## config.mk

```make
export PLATFORM = sky130hd
export DESIGN_NAME = tlb_page_walk_translation
export DESIGN_NICKNAME = d
export VERILOG_FILES = /design/src/sv/tlbw_pkg.sv /design/src/sv/tlbw_ram.sv /design/src/sv/tlbw_ctrl.sv /design/src/sv/tlbw_dpath.sv /design/src/sv/tlb_page_walk_translation.sv
export SDC_FILE = /design/constraint.sdc
export NUM_CORES = 2
export LEC_CHECK = 0
export BUFFER_PORTS_ARGS = -buffer_cell sky130_fd_sc_hd__buf_2
export CELL_PAD_IN_SITES_DETAIL_PLACEMENT = 0
export CELL_PAD_IN_SITES_GLOBAL_PLACEMENT = 2
export CORE_MARGIN = 5
export CORE_UTILIZATION = 52
export DETAILED_ROUTE_END_ITERATION = 7
export GPL_ROUTABILITY_DRIVEN = 0
export GPL_TIMING_DRIVEN = 0
export PLACE_DENSITY_LB_ADDON = 0.2
export SLEW_MARGIN = 20
export SYNTH_ARGS = -nofsm -noshare
export SYNTH_HDL_FRONTEND = slang
export SYNTH_HIERARCHICAL = 1
export SYNTH_SLANG_ARGS = --single-unit
```

## constraint.sdc

```tcl
create_clock -name clk -period 14.4 [get_ports clk]
set_input_delay 1.44 -clock clk [delete_from_list [all_inputs] [get_ports clk]]
set_output_delay 1.44 -clock clk [all_outputs]
set_load 0.01 [all_outputs]
```

## src/sv/tlbw_pkg.sv

```systemverilog
// Shared types, constants and helper functions for the TLB page walk block.
package tlbw_pkg;

  // Number of TLB entries and the width of an entry index.
  localparam int TLB_ENTRIES = 64;
  localparam int TLB_IDX_W   = $clog2(TLB_ENTRIES);

  // Address geometry for 4 KiB pages with a two-level table.
  localparam int ADDR_W   = 32;
  localparam int OFFS_W   = 12;
  localparam int PAGE_W   = ADDR_W - OFFS_W;
  localparam int DIR_W    = 10;
  localparam int LFSR_W   = 6;
  localparam int CFG_IDX_W  = 1;
  localparam int CFG_DATA_W = PAGE_W;
  localparam int KIND_W   = 2;

  typedef logic [TLB_IDX_W-1:0] idx_t;
  typedef logic [PAGE_W-1:0]    page_t;
  typedef logic [LFSR_W-1:0]    lfsr_t;

  // Configuration register indexes.
  localparam logic [CFG_IDX_W-1:0] REG_PAGE_DIR_BASE    = 1'b0;
  localparam logic [CFG_IDX_W-1:0] REG_TRANSLATE_ENABLE = 1'b1;

  // Result kinds.
  typedef enum logic [KIND_W-1:0] {
    KIND_PHYS  = 2'd0,
    KIND_READ  = 2'd1,
    KIND_FAULT = 2'd2
  } kind_t;

  // Page walk progress.
  typedef enum logic [1:0] {
    PHASE_IDLE = 2'd0,
    PHASE_DIR  = 2'd1,
    PHASE_TAB  = 2'd2
  } phase_t;

  // Commands from the controller to the datapath.
  typedef struct packed {
    logic capture;
    logic match_en;
    logic lookup;
    logic commit;
  } ctrl_cmd_t;

  // Status from the datapath to the controller.
  typedef struct packed {
    logic has_result;
    logic out_busy;
  } dp_status_t;

  // Victim index for an LFSR value: the value modulo the TLB size, as a table.
  function automatic idx_t victim_index(input lfsr_t v);
    idx_t r;
    r = '0;
    for (int i = 0; i < (1 << LFSR_W); i++) begin
      if (v == LFSR_W'(i)) begin
        r = TLB_IDX_W'(i % TLB_ENTRIES);
      end
    end
    return r;
  endfunction

  // One step of the x^6 + x^5 + 1 LFSR; the all-zero state is never kept.
  function automatic lfsr_t lfsr_advance(input lfsr_t v);
    lfsr_t n;
    n = {v[LFSR_W-2:0], v[LFSR_W-1] ^ v[LFSR_W-2]};
    if (n == '0) begin
      n = lfsr_t'(1);
    end
    return n;
  endfunction

endpackage

```

## src/sv/tlbw_ram.sv

```systemverilog
// Generic single-port-write, single-port-read RAM with registered read data.
module tlbw_ram #(
  parameter int WIDTH = 20,
  parameter int DEPTH = 64,
  localparam int AW = (DEPTH > 1) ? $clog2(DEPTH) : 1
) (
  input  logic             clk,
  input  logic             we,
  input  logic [AW-1:0]    waddr,
  input  logic [WIDTH-1:0] wdata,
  input  logic             re,
  input  logic [AW-1:0]    raddr,
  output logic [WIDTH-1:0] rdata
);

  logic [WIDTH-1:0] mem [DEPTH];

  // Write port and registered read port.
  always_ff @(posedge clk) begin
    if (we) begin
      mem[waddr] <= wdata;
    end
    if (re) begin
      rdata <= mem[raddr];
    end
  end

endmodule

```

## src/sv/tlbw_ctrl.sv

```systemverilog
// Controller state machine that sequences capture, tag match, frame read and commit.
module tlbw_ctrl import tlbw_pkg::*; (
  input  logic       clk,
  input  logic       rst,
  input  logic       in_valid,
  output logic       in_stall,
  input  dp_status_t status,
  output ctrl_cmd_t  cmd
);

  typedef enum logic [3:0] {
    S_IDLE  = 4'b0001,
    S_MATCH = 4'b0010,
    S_LOOK  = 4'b0100,
    S_EMIT  = 4'b1000
  } state_t;

  state_t state;
  state_t state_next;
  logic   can_commit;

  // A result may be committed once the output register can take it.
  assign can_commit = !status.has_result || !status.out_busy;

  // Next state and command decode.
  always_comb begin
    state_next   = state;
    in_stall     = 1'b1;
    cmd          = '0;
    unique case (state)
      S_IDLE: begin
        in_stall = 1'b0;
        if (in_valid) begin
          cmd.capture = 1'b1;
          state_next  = S_MATCH;
        end
      end
      S_MATCH: begin
        cmd.match_en = 1'b1;
        state_next   = S_LOOK;
      end
      S_LOOK: begin
        cmd.lookup = 1'b1;
        state_next = S_EMIT;
      end
      S_EMIT: begin
        if (can_commit) begin
          cmd.commit = 1'b1;
          state_next = S_IDLE;
        end
      end
      default: begin
        state_next = S_IDLE;
      end
    endcase
  end

  // State register.
  always_ff @(posedge clk) begin
    if (rst) begin
      state <= S_IDLE;
    end else begin
      state <= state_next;
    end
  end

endmodule

```

## src/sv/tlbw_dpath.sv

```systemverilog
// Datapath: configuration, TLB tags and frames, walk state, victim LFSR and output register.
module tlbw_dpath import tlbw_pkg::*; (
  input  logic                  clk,
  input  logic                  rst,
  input  ctrl_cmd_t             cmd,
  output dp_status_t            status,
  input  logic                  cfg_write_en,
  input  logic [CFG_IDX_W-1:0]  cfg_index,
  input  logic [CFG_DATA_W-1:0] cfg_data,
  input  logic                  mode,
  input  logic [ADDR_W-1:0]     lin_addr,
  input  logic [ADDR_W-1:0]     read_word,
  output logic                  out_valid,
  input  logic                  out_stall,
  output logic [KIND_W-1:0]     kind,
  output logic [ADDR_W-1:0]     out_addr
);

  // Configuration registers.
  page_t page_dir_base;
  logic  translate_enable;

  // Captured input word.
  logic              item_mode;
  logic [ADDR_W-1:0] item_lin;
  logic [ADDR_W-1:0] item_word;

  // TLB tag side, held in flops for the parallel compare.
  logic [TLB_ENTRIES-1:0] entry_valid;
  page_t                  entry_tag [TLB_ENTRIES];
  logic [TLB_ENTRIES-1:0] match;
  logic                   hit;
  idx_t                   hit_idx;
  page_t                  frame_q;

  // Walk state and victim choice.
  phase_t            walk_phase;
  phase_t            walk_phase_next;
  logic [ADDR_W-1:0] walk_lin_addr;
  logic [ADDR_W-1:0] walk_lin_addr_next;
  lfsr_t             victim_lfsr;
  idx_t              victim;
  logic              fill;
  logic              fill_now;

  // Result of the current word.
  logic              res_valid;
  kind_t             res_kind;
  logic [ADDR_W-1:0] res_addr;

  // Output register.
  kind_t             out_kind;
  logic [ADDR_W-1:0] out_addr_q;

  // Configuration writes.
  always_ff @(posedge clk) begin
    if (rst) begin
      page_dir_base    <= '0;
      translate_enable <= 1'b0;
    end else if (cfg_write_en) begin
      unique case (cfg_index)
        REG_PAGE_DIR_BASE:    page_dir_base    <= cfg_data;
        REG_TRANSLATE_ENABLE: translate_enable <= cfg_data[0];
        default: ;
      endcase
    end
  end

  // Capture the accepted input word.
  always_ff @(posedge clk) begin
    if (cmd.capture) begin
      item_mode <= mode;
      item_lin  <= lin_addr;
      item_word <= read_word;
    end
  end

  // Compare every entry against the page number and register the match vector.
  always_ff @(posedge clk) begin
    if (cmd.match_en) begin
      for (int i = 0; i < TLB_ENTRIES; i++) begin
        match[i] <= entry_valid[i] && (entry_tag[i] == item_lin[ADDR_W-1:OFFS_W]);
      end
    end
  end

  // Lowest-numbered matching entry wins.
  always_comb begin
    hit_idx = '0;
    for (int i = TLB_ENTRIES - 1; i >= 0; i--) begin
      if (match[i]) begin
        hit_idx = TLB_IDX_W'(i);
      end
    end
  end

  always_ff @(posedge clk) begin
    if (cmd.lookup) begin
      hit <= |match;
    end
  end

  // Frame numbers live in RAM; read at lookup, written on a fill.
  assign victim   = victim_index(victim_lfsr);
  assign fill_now = cmd.commit && fill;

  tlbw_ram #(
    .WIDTH (PAGE_W),
    .DEPTH (TLB_ENTRIES)
  ) u_frame_ram (
    .clk   (clk),
    .we    (fill_now),
    .waddr (victim),
    .wdata (item_word[ADDR_W-1:OFFS_W]),
    .re    (cmd.lookup),
    .raddr (hit_idx),
    .rdata (frame_q)
  );

  // Result of the captured word, and the walk state it leaves.
  always_comb begin
    res_valid          = 1'b0;
    res_kind           = KIND_PHYS;
    res_addr           = item_lin;
    walk_phase_next    = walk_phase;
    walk_lin_addr_next = walk_lin_addr;
    fill               = 1'b0;
    if (!item_mode) begin
      // Translation request; ignored while a walk is in progress.
      if (walk_phase == PHASE_IDLE) begin
        res_valid = 1'b1;
        if (!translate_enable) begin
          res_addr = item_lin;
        end else if (hit) begin
          res_addr = {frame_q, item_lin[OFFS_W-1:0]};
        end else begin
          res_kind           = KIND_READ;
          res_addr           = {page_dir_base, item_lin[ADDR_W-1:ADDR_W-DIR_W], 2'b00};
          walk_phase_next    = PHASE_DIR;
          walk_lin_addr_next = item_lin;
        end
      end
    end else begin
      // Memory reply; meaningful only during a walk.
      unique case (walk_phase)
        PHASE_IDLE: ;
        PHASE_DIR: begin
          res_valid = 1'b1;
          if (!item_word[0]) begin
            res_kind        = KIND_FAULT;
            res_addr        = walk_lin_addr;
            walk_phase_next = PHASE_IDLE;
          end else begin
            res_kind        = KIND_READ;
            res_addr        = {item_word[ADDR_W-1:OFFS_W],
                               walk_lin_addr[OFFS_W+DIR_W-1:OFFS_W], 2'b00};
            walk_phase_next = PHASE_TAB;
          end
        end
        PHASE_TAB: begin
          res_valid       = 1'b1;
          walk_phase_next = PHASE_IDLE;
          if (!item_word[0]) begin
            res_kind = KIND_FAULT;
            res_addr = walk_lin_addr;
          end else begin
            fill     = 1'b1;
            res_addr = {item_word[ADDR_W-1:OFFS_W], walk_lin_addr[OFFS_W-1:0]};
          end
        end
        default: begin
          walk_phase_next = PHASE_IDLE;
        end
      endcase
    end
  end

  // Walk state, valid bits and victim LFSR change only on commit.
  always_ff @(posedge clk) begin
    if (rst) begin
      walk_phase    <= PHASE_IDLE;
      walk_lin_addr <= '0;
      entry_valid   <= '0;
      victim_lfsr   <= lfsr_t'(1);
    end else if (cmd.commit) begin
      walk_phase    <= walk_phase_next;
      walk_lin_addr <= walk_lin_addr_next;
      if (fill) begin
        entry_valid[victim] <= 1'b1;
        victim_lfsr         <= lfsr_advance(victim_lfsr);
      end
    end
  end

  // Tags need no reset: an entry is only compared once its valid bit is set.
  always_ff @(posedge clk) begin
    if (fill_now) begin
      entry_tag[victim] <= walk_lin_addr[ADDR_W-1:OFFS_W];
    end
  end

  // Output register, loaded on commit and emptied when the word is taken.
  always_ff @(posedge clk) begin
    if (rst) begin
      out_valid <= 1'b0;
    end else if (cmd.commit && res_valid) begin
      out_valid <= 1'b1;
    end else if (!out_stall) begin
      out_valid <= 1'b0;
    end
  end

  always_ff @(posedge clk) begin
    if (cmd.commit && res_valid) begin
      out_kind   <= res_kind;
      out_addr_q <= res_addr;
    end
  end

  assign kind     = out_kind;
  assign out_addr = out_addr_q;

  // Status to the controller.
  assign status.has_result = res_valid;
  assign status.out_busy   = out_valid && out_stall;

endmodule

```

## src/sv/tlb_page_walk_translation.sv

```systemverilog
// A result word is loaded into the output register at the commit step, after the capture,
// tag match and frame RAM read of its input word. A new input word is accepted only once
// the previous one is committed; a stalled output register holds back the commit step.
// A miss costs two more input words (directory and table replies) through memory.
// Reset clears the configuration, all TLB valid bits and the walk, and loads the
// victim LFSR with one; it takes effect at once, with no clearing pass.
module tlb_page_walk_translation import tlbw_pkg::*; (
  input  logic                  clk,
  input  logic                  rst,
  input  logic                  cfg_write_en,
  input  logic [CFG_IDX_W-1:0]  cfg_index,
  input  logic [CFG_DATA_W-1:0] cfg_data,
  input  logic                  in_valid,
  output logic                  in_stall,
  input  logic                  mode,
  input  logic [ADDR_W-1:0]     lin_addr,
  input  logic [ADDR_W-1:0]     read_word,
  output logic                  out_valid,
  input  logic                  out_stall,
  output logic [KIND_W-1:0]     kind,
  output logic [ADDR_W-1:0]     out_addr
);

  ctrl_cmd_t  cmd;
  dp_status_t status;

  // Sequencer.
  tlbw_ctrl u_ctrl (
    .clk      (clk),
    .rst      (rst),
    .in_valid (in_valid),
    .in_stall (in_stall),
    .status   (status),
    .cmd      (cmd)
  );

  // Translation datapath.
  tlbw_dpath u_dpath (
    .clk          (clk),
    .rst          (rst),
    .cmd          (cmd),
    .status       (status),
    .cfg_write_en (cfg_write_en),
    .cfg_index    (cfg_index),
    .cfg_data     (cfg_data),
    .mode         (mode),
    .lin_addr     (lin_addr),
    .read_word    (read_word),
    .out_valid    (out_valid),
    .out_stall    (out_stall),
    .kind         (kind),
    .out_addr     (out_addr)
  );

endmodule
```

# Word-level counts from Yosys, hierarchy flattened
# Memory sizes are Yosys's and may differ from the RTL's. A register that Yosys moved wholly into a read port is not among the register bits.
# Cells that the tools add are included.
[totals]
word_cells = 415
in_bits = 91
ramBits = 2560
register_bits = 294
memories = 2
output_inout_bits = 36
[mem_list]
columns = ["memory", "words", "width", "rd", "rd_clocked_by_memory_dff", "wr", "line_no", "source"]
rows = [
  ["u_dpath.entry_tag", 64, 20, 64, 0, 1, "tlbw_dpath.sv:30", "page_t entry_tag [TLB_ENTRIES];"],
  ["u_dpath.u_frame_ram.mem", 64, 20, 1, 1, 1, "tlbw_ram.sv:16", "logic [WIDTH-1:0] mem [DEPTH];"],
]
[op_classes]
n_bitwise = 5
n_mux = 170
magnitude_cmp = 2
reduce_logical = 83
n_eq_ne = 138
[op_table]
columns = ["op", "count"]
rows = [
  ["equality test 20 bit", 64],
  ["2-to-1 mux 6 bit", 97],
  ["equality test 6 bit, second input constant", 32],
  ["2-to-1 mux 32 bit", 6],
  ["equality test 6 x 5 -> 1 bit, second input constant", 16],
  ["2-to-1 mux 5 bit", 16],
  ["logical AND 1 bit", 68],
  ["bitwise OR 64 bit", 1],
  ["case mux 32 bit (2 select lines)", 1],
  ["OR reduction 64 bit", 1],
  ["equality test 6 x 4 -> 1 bit, second input constant", 8],
  ["2-to-1 mux 4 bit", 10],
  ["equality test 6 x 3 -> 1 bit, second input constant", 4],
  ["2-to-1 mux 2 bit", 12],
  ["2-to-1 mux 1 bit", 20],
  ["case mux 4 bit (4 select lines)", 1],
  ["equality test 6 x 2 -> 1 bit, second input constant", 2],
  ["2-to-1 mux 3 bit", 4],
  ["AND reduction 5 bit", 2],
  ["case mux 2 bit (2 select lines)", 2],
  ["AND reduction 2 bit", 4],
  ["less-than comparator 6 x 7 -> 1 bit, second input constant", 1],
  ["demux 1 bit (select 6 bit)", 1],
  ["equality test 6 x 1 -> 1 bit, second input constant", 1],
  ["other kinds (17)", 24],
]

# Logic depth before layout (Yosys ltp)
[logic_depth]
ltp_word = 69
depth_mapped = 15

# Hierarchy
# The synthesis kept the hierarchy.
[modules_own_cells]
columns = ["mod", "seq_area_each_um2", "n_inst", "cells_per_inst", "area_each_um2"]
rows = [
  ["tlbw_dpath", 45553.7, 1, 4224, 64385.5],
  ["tlbw_ram", 39037.4, 1, 2243, 49695.2],
  ["tlbw_ctrl", 80.1, 1, 24, 202.7],
]

# Worst setup path before layout
# No wires, ideal clock.
[synth_path]
path_kind = "flip-flop to flip-flop"
from = "register u_ctrl.state[1]"
to = "register u_dpath.match[0] (enable)"
slack_ns = 6.656
required_time_ns = 13.731
synth_period_minus_slack_ns = 7.744
t_arrival_ns = 7.075
path_stages_with_launch = 2
path_buffers = 0
path_cell_list = "dfxtp_1 nor4b_1"
[synth_lines]
columns = ["element", "line_no", "source"]
rows = [
  ["start, declared", "tlbw_ctrl.sv:18", "state_t state;"],
  ["start signal, assigned", "tlbw_ctrl.sv:63", "state <= state_next;"],
  ["end signal, assigned by index", "tlbw_dpath.sv:82", "match[i] <= entry_valid[i] && (entry_tag[i] == item_lin[ADDR_W-1:OFFS_W]);"],
  ["end, declared", "tlbw_dpath.sv:31", "logic [TLB_ENTRIES-1:0] match;"],
]

# Final worst setup path
[layout_path]
from = "register u_dpath.match[55]"
to = "register u_dpath.u_frame_ram.rdata[9], read port of u_dpath.u_frame_ram.mem, data pin"
[layout_between]
elab_chain_cells = 56
[layout_rtl]
columns = ["element", "line_no", "source"]
rows = [
  ["2-to-1 mux 6 bit (56 in a row)", "tlbw_dpath.sv:91", "if (match[i]) begin"],
  ["named net u_dpath.hit_idx[3]", "tlbw_dpath.sv:33", "idx_t hit_idx;"],
  ["end, declared", "tlbw_ram.sv:13", "output logic [WIDTH-1:0] rdata"],
]
# The timed path passes the listed nets, and every way through them passes these cells.
# A chain may end at the register's enable or synchronous reset.

==> run_results.csv <==
group,metric,value,unit
die,die_y,478.8,um
grt,antenna_found_initial,22,
synthesis,ys.flop_type,"edfxtp_1",
worst_setup_path,start_kind,"register",
power,power_density,133.6,nW/um2
clock_tree,cts_tree,"done",
worst_setup_path,cp_slowest_cell,"clkbuf_1",
cells_and_area,drive_gt1_frac,0.1943,
worst_setup_path,cp.arrival,6.78,ns
worst_setup_path,worstSetupEndpointType,"register",
worst_setup_path,crit_family,"buffers and inverters",
synthesis,syn_area,114300,um2
worst_setup_path,critPathMaxFanout,10,
synthesis,avgSynthCellArea,17.61,um2
timing,final.period_utilization,0.4263,
die,dieWidth,478.8,um
synthesis,yosysWarnings,6,
timing,rsz0062_at_grt,"no",
clock_tree,cts-root-buf,"clkbuf_16",
routing,dr.pass1.iters,6,
routing,drcViolationCount,0,
die,die_area,229200,um2
power,vdd.ir_drop.worst,0.0001321,V
power,p_leak,39.24,nW
worst_setup_path,crit_buf_inv,3,
clock_tree,cts.repair.resized,0,
die,pin_count,127,
worst_setup_path,path_cells,"or4_1 -> o31ai_1 -> nand3_1 -> a21oi_1 -> clkbuf_1 -> clkbuf_1 -> nand3b_1 -> clkbuf_1 -> o22ai_1 -> o31ai_2 -> and3_1",
timing,worst_pin_slew,1.213,ns
timing,max_slew_margin,0.1841,
grt,grt_pass1_vias,62572,
die,num_rows,172,
synthesis,synthTopCellsByCount,"edfxtp_1, xnor2_1, xor2_1",
grt,grt_max_degree,37,
synthesis,yosysTopAreaCell,"edfxtp_1",
routing,drt-initial-drc-count,8644,
routing,viasPerCell,6.321,
worst_hold_path,hold_path_class,"reg2reg",
synthesis,ys_ff_latch,2863,
die,core-area,219300,um2
timing,fin_hold_ws,0.4521,ns
synthesis,synth.net_count,6589,
cells_and_area,area.growth.synth_to_final,15.76,%
timing,final_max_slew_viol_count,0,
timing,finalSetupViolations,0,
routing,wirelength,383300,um
worst_setup_path,critical_path.max_stage_delay,0.77,ns
clock_tree,cts_sinks,2863,
placement,hpwl,243200,um
clock_tree,cts-htree-levels,5,
worst_setup_path,crit_type,"reg2reg",
synthesis,syn_inst,6491,
clock_tree,cts_hold_buf,0,
routing,wl_per_cell,37.43,um
synthesis,yosysSeqAreaShare,0.7409,
timing,tns,0,ns
timing,skew,0.04539,ns
die,start_util,0.5211,
worst_setup_path,cpMostUsedCell,"clkbuf_1",
clock_tree,post_cts_buffers,0,
synthesis,synth_edf_count,2733,
clock_tree,clk_latency,0.93,ns
routing,antenna_left,0,
synthesis,synth_cell_types,71,
timing,period_needed,6.138,ns
cells_and_area,fin_nets,7231,
grt,grt_overflow_total,0,
timing,fmax,0.1629,GHz
worst_setup_path,worst_ep_required_time,15.04,ns
routing,vias,64736,
timing,hold_viol,0,
flow_run,maxCapViolCount,0,
clock_tree,clockBufferDepth,4,
grt,grt_first_pass_wirelength,517200,um
outcome,status,"finished clean",
clock_tree,numCtsBuffers,309,
grt,grt_use_total,0.3305,
placement,numPortBuffers,115,
synthesis,synth_top_area_share,0.7181,
synthesis,synth_most_common_cell,"edfxtp_1",
synthesis,yosys-top-cells-area,"edfxtp_1, xnor2_1, mux4_2, xor2_1, dfxtp_1",
clock_tree,path_clk_slew,0.06,ns
synthesis,synthArstFlopShare,0,
layout make-up:
type	instances	area, um2
clock inverters	114	859.6
plain buffers	345	1729
flip-flops and latches	2863	84750
inverters	26	97.59
multi-input cells	3257	28540
diodes	21	52.55
fillers	15982	87000
well taps	2871	3592
clock buffers	413	8422
repair buffers	331	4255
cell usage in the layout (no fill, tap or decap), types with 50 or more instances in the layout:
cell	Yosys	layout
buf_6	9	50
buf_8	0	68
clkinv_1	0	50
nor2_4	6	71
mux4_2	264	264
buf_2	194	322
nor4_1	203	195
xor2_1	512	512
clkbuf_1	109	182
nand3_1	104	103
a21oi_1	79	79
buf_16	0	50
nand4_1	198	198
dfxtp_1	130	110
xnor2_1	769	769
nor2_1	304	186
edfxtp_1	2733	2733
mux2i_1	224	224
nor2_2	5	58
o22ai_1	52	52
nand2_1	146	146
clkbuf_16	0	316
a22oi_1	64	64
worst register-to-register path: stages (launching register included):
cell and delay, ns:
edfxtp_1 0.52, or4_1 0.70, o31ai_1 0.31, nand3_1 0.11, a21oi_1 0.63, clkbuf_1 0.78
clkbuf_1 0.70, nand3b_1 0.49, clkbuf_1 0.39, o22ai_1 0.56, o31ai_2 0.30, and3_1 0.35
cells by family after synthesis:
| logic type | count (synthesis) | synth area share |
|---|---|---|
| simple gates | 1102 | 0.05061 |
| xor+xnor | 1281 | 0.09817 |
| flops | 2863 | 0.7409 |
| buf+inv | 371 | 0.01589 |
| fa+ha+maj | 7 | 0.0007663 |
| mux | 494 | 0.07224 |
| compound gates | 373 | 0.02144 |
flip-flops by register name (all words and copies together), names as in the netlist:
signal / cells
u_dpath/u_frame_ram/rdata: 20
u_ctrl/state: 4
u_dpath/item_word: 21
u_dpath/item_lin: 32
u_dpath/hit: 1
u_dpath/translate_enable: 1
u_dpath/victim_lfsr: 6
u_dpath/kind: 2
u_dpath/u_frame_ram/mem: 1280
u_dpath/entry_tag: 1280
u_dpath/match: 64
u_dpath/out_addr: 32
u_dpath/item_mode: 1
u_dpath/walk_phase: 2
u_dpath/page_dir_base: 20
u_dpath/entry_valid: 64
u_dpath/walk_lin_addr: 32
u_dpath/out_valid: 1
metal layers:
layer  global-route usage  wire (um)  share of wire  vias up
li1                     -          -              -    26283
met1               0.4277     138200           0.36    33786
met2               0.5432     185100           0.48     3783
met3              0.05474      35470          0.093      876
met4               0.1722      24460          0.064        8
met5                    0         57        0.00015        -
report_power, final:
group / internal, W / switching (W) / leakage (nW) / total (W)
Sequential: 0.00911 / 0.0000342 / 23.0 / 0.00914
Combinational: 0.000329 / 0.000785 / 11.7 / 0.00111
Clock: 0.00430 / 0.00312 / 4.53 / 0.00742
final timing paths:
check	startpoint	endpoint	slack, ns	cells after the start
hold / removal	u_dpath/page_dir_base[6]	u_dpath/page_dir_base[6]	0.45	2
hold reg to reg	u_dpath/page_dir_base[6]	u_dpath/page_dir_base[6]	0.45	2
setup / recovery	u_dpath/match[55]	u_dpath/u_frame_ram/rdata[9]	8.26	11
setup reg to reg	u_dpath/match[55]	u_dpath/u_frame_ram/rdata[9]	8.26	11
through the flow:
step / instances / area [um2] / setup WS (ns) / power, W / utilization
3_3_place_gp: 9477 / 118500 / 1.223 / 0.01036 / 0.5401
3_5_place_dp: 9692 / 122900 / 8.402 / 0.01041 / 0.5606
5_1_grt: 10236 / 132300 / 8.045 / 0.01813 / 0.6032
4_1_cts: 10219 / 132200 / 8.361 / 0.01775 / 0.6029
6_report: 10241 / 132300 / 8.262 / 0.01768 / 0.6033
2_1_floorplan: 6491 / 114300 / 6.656 / 0.009856 / -
(Power assumes the default switching activity.)
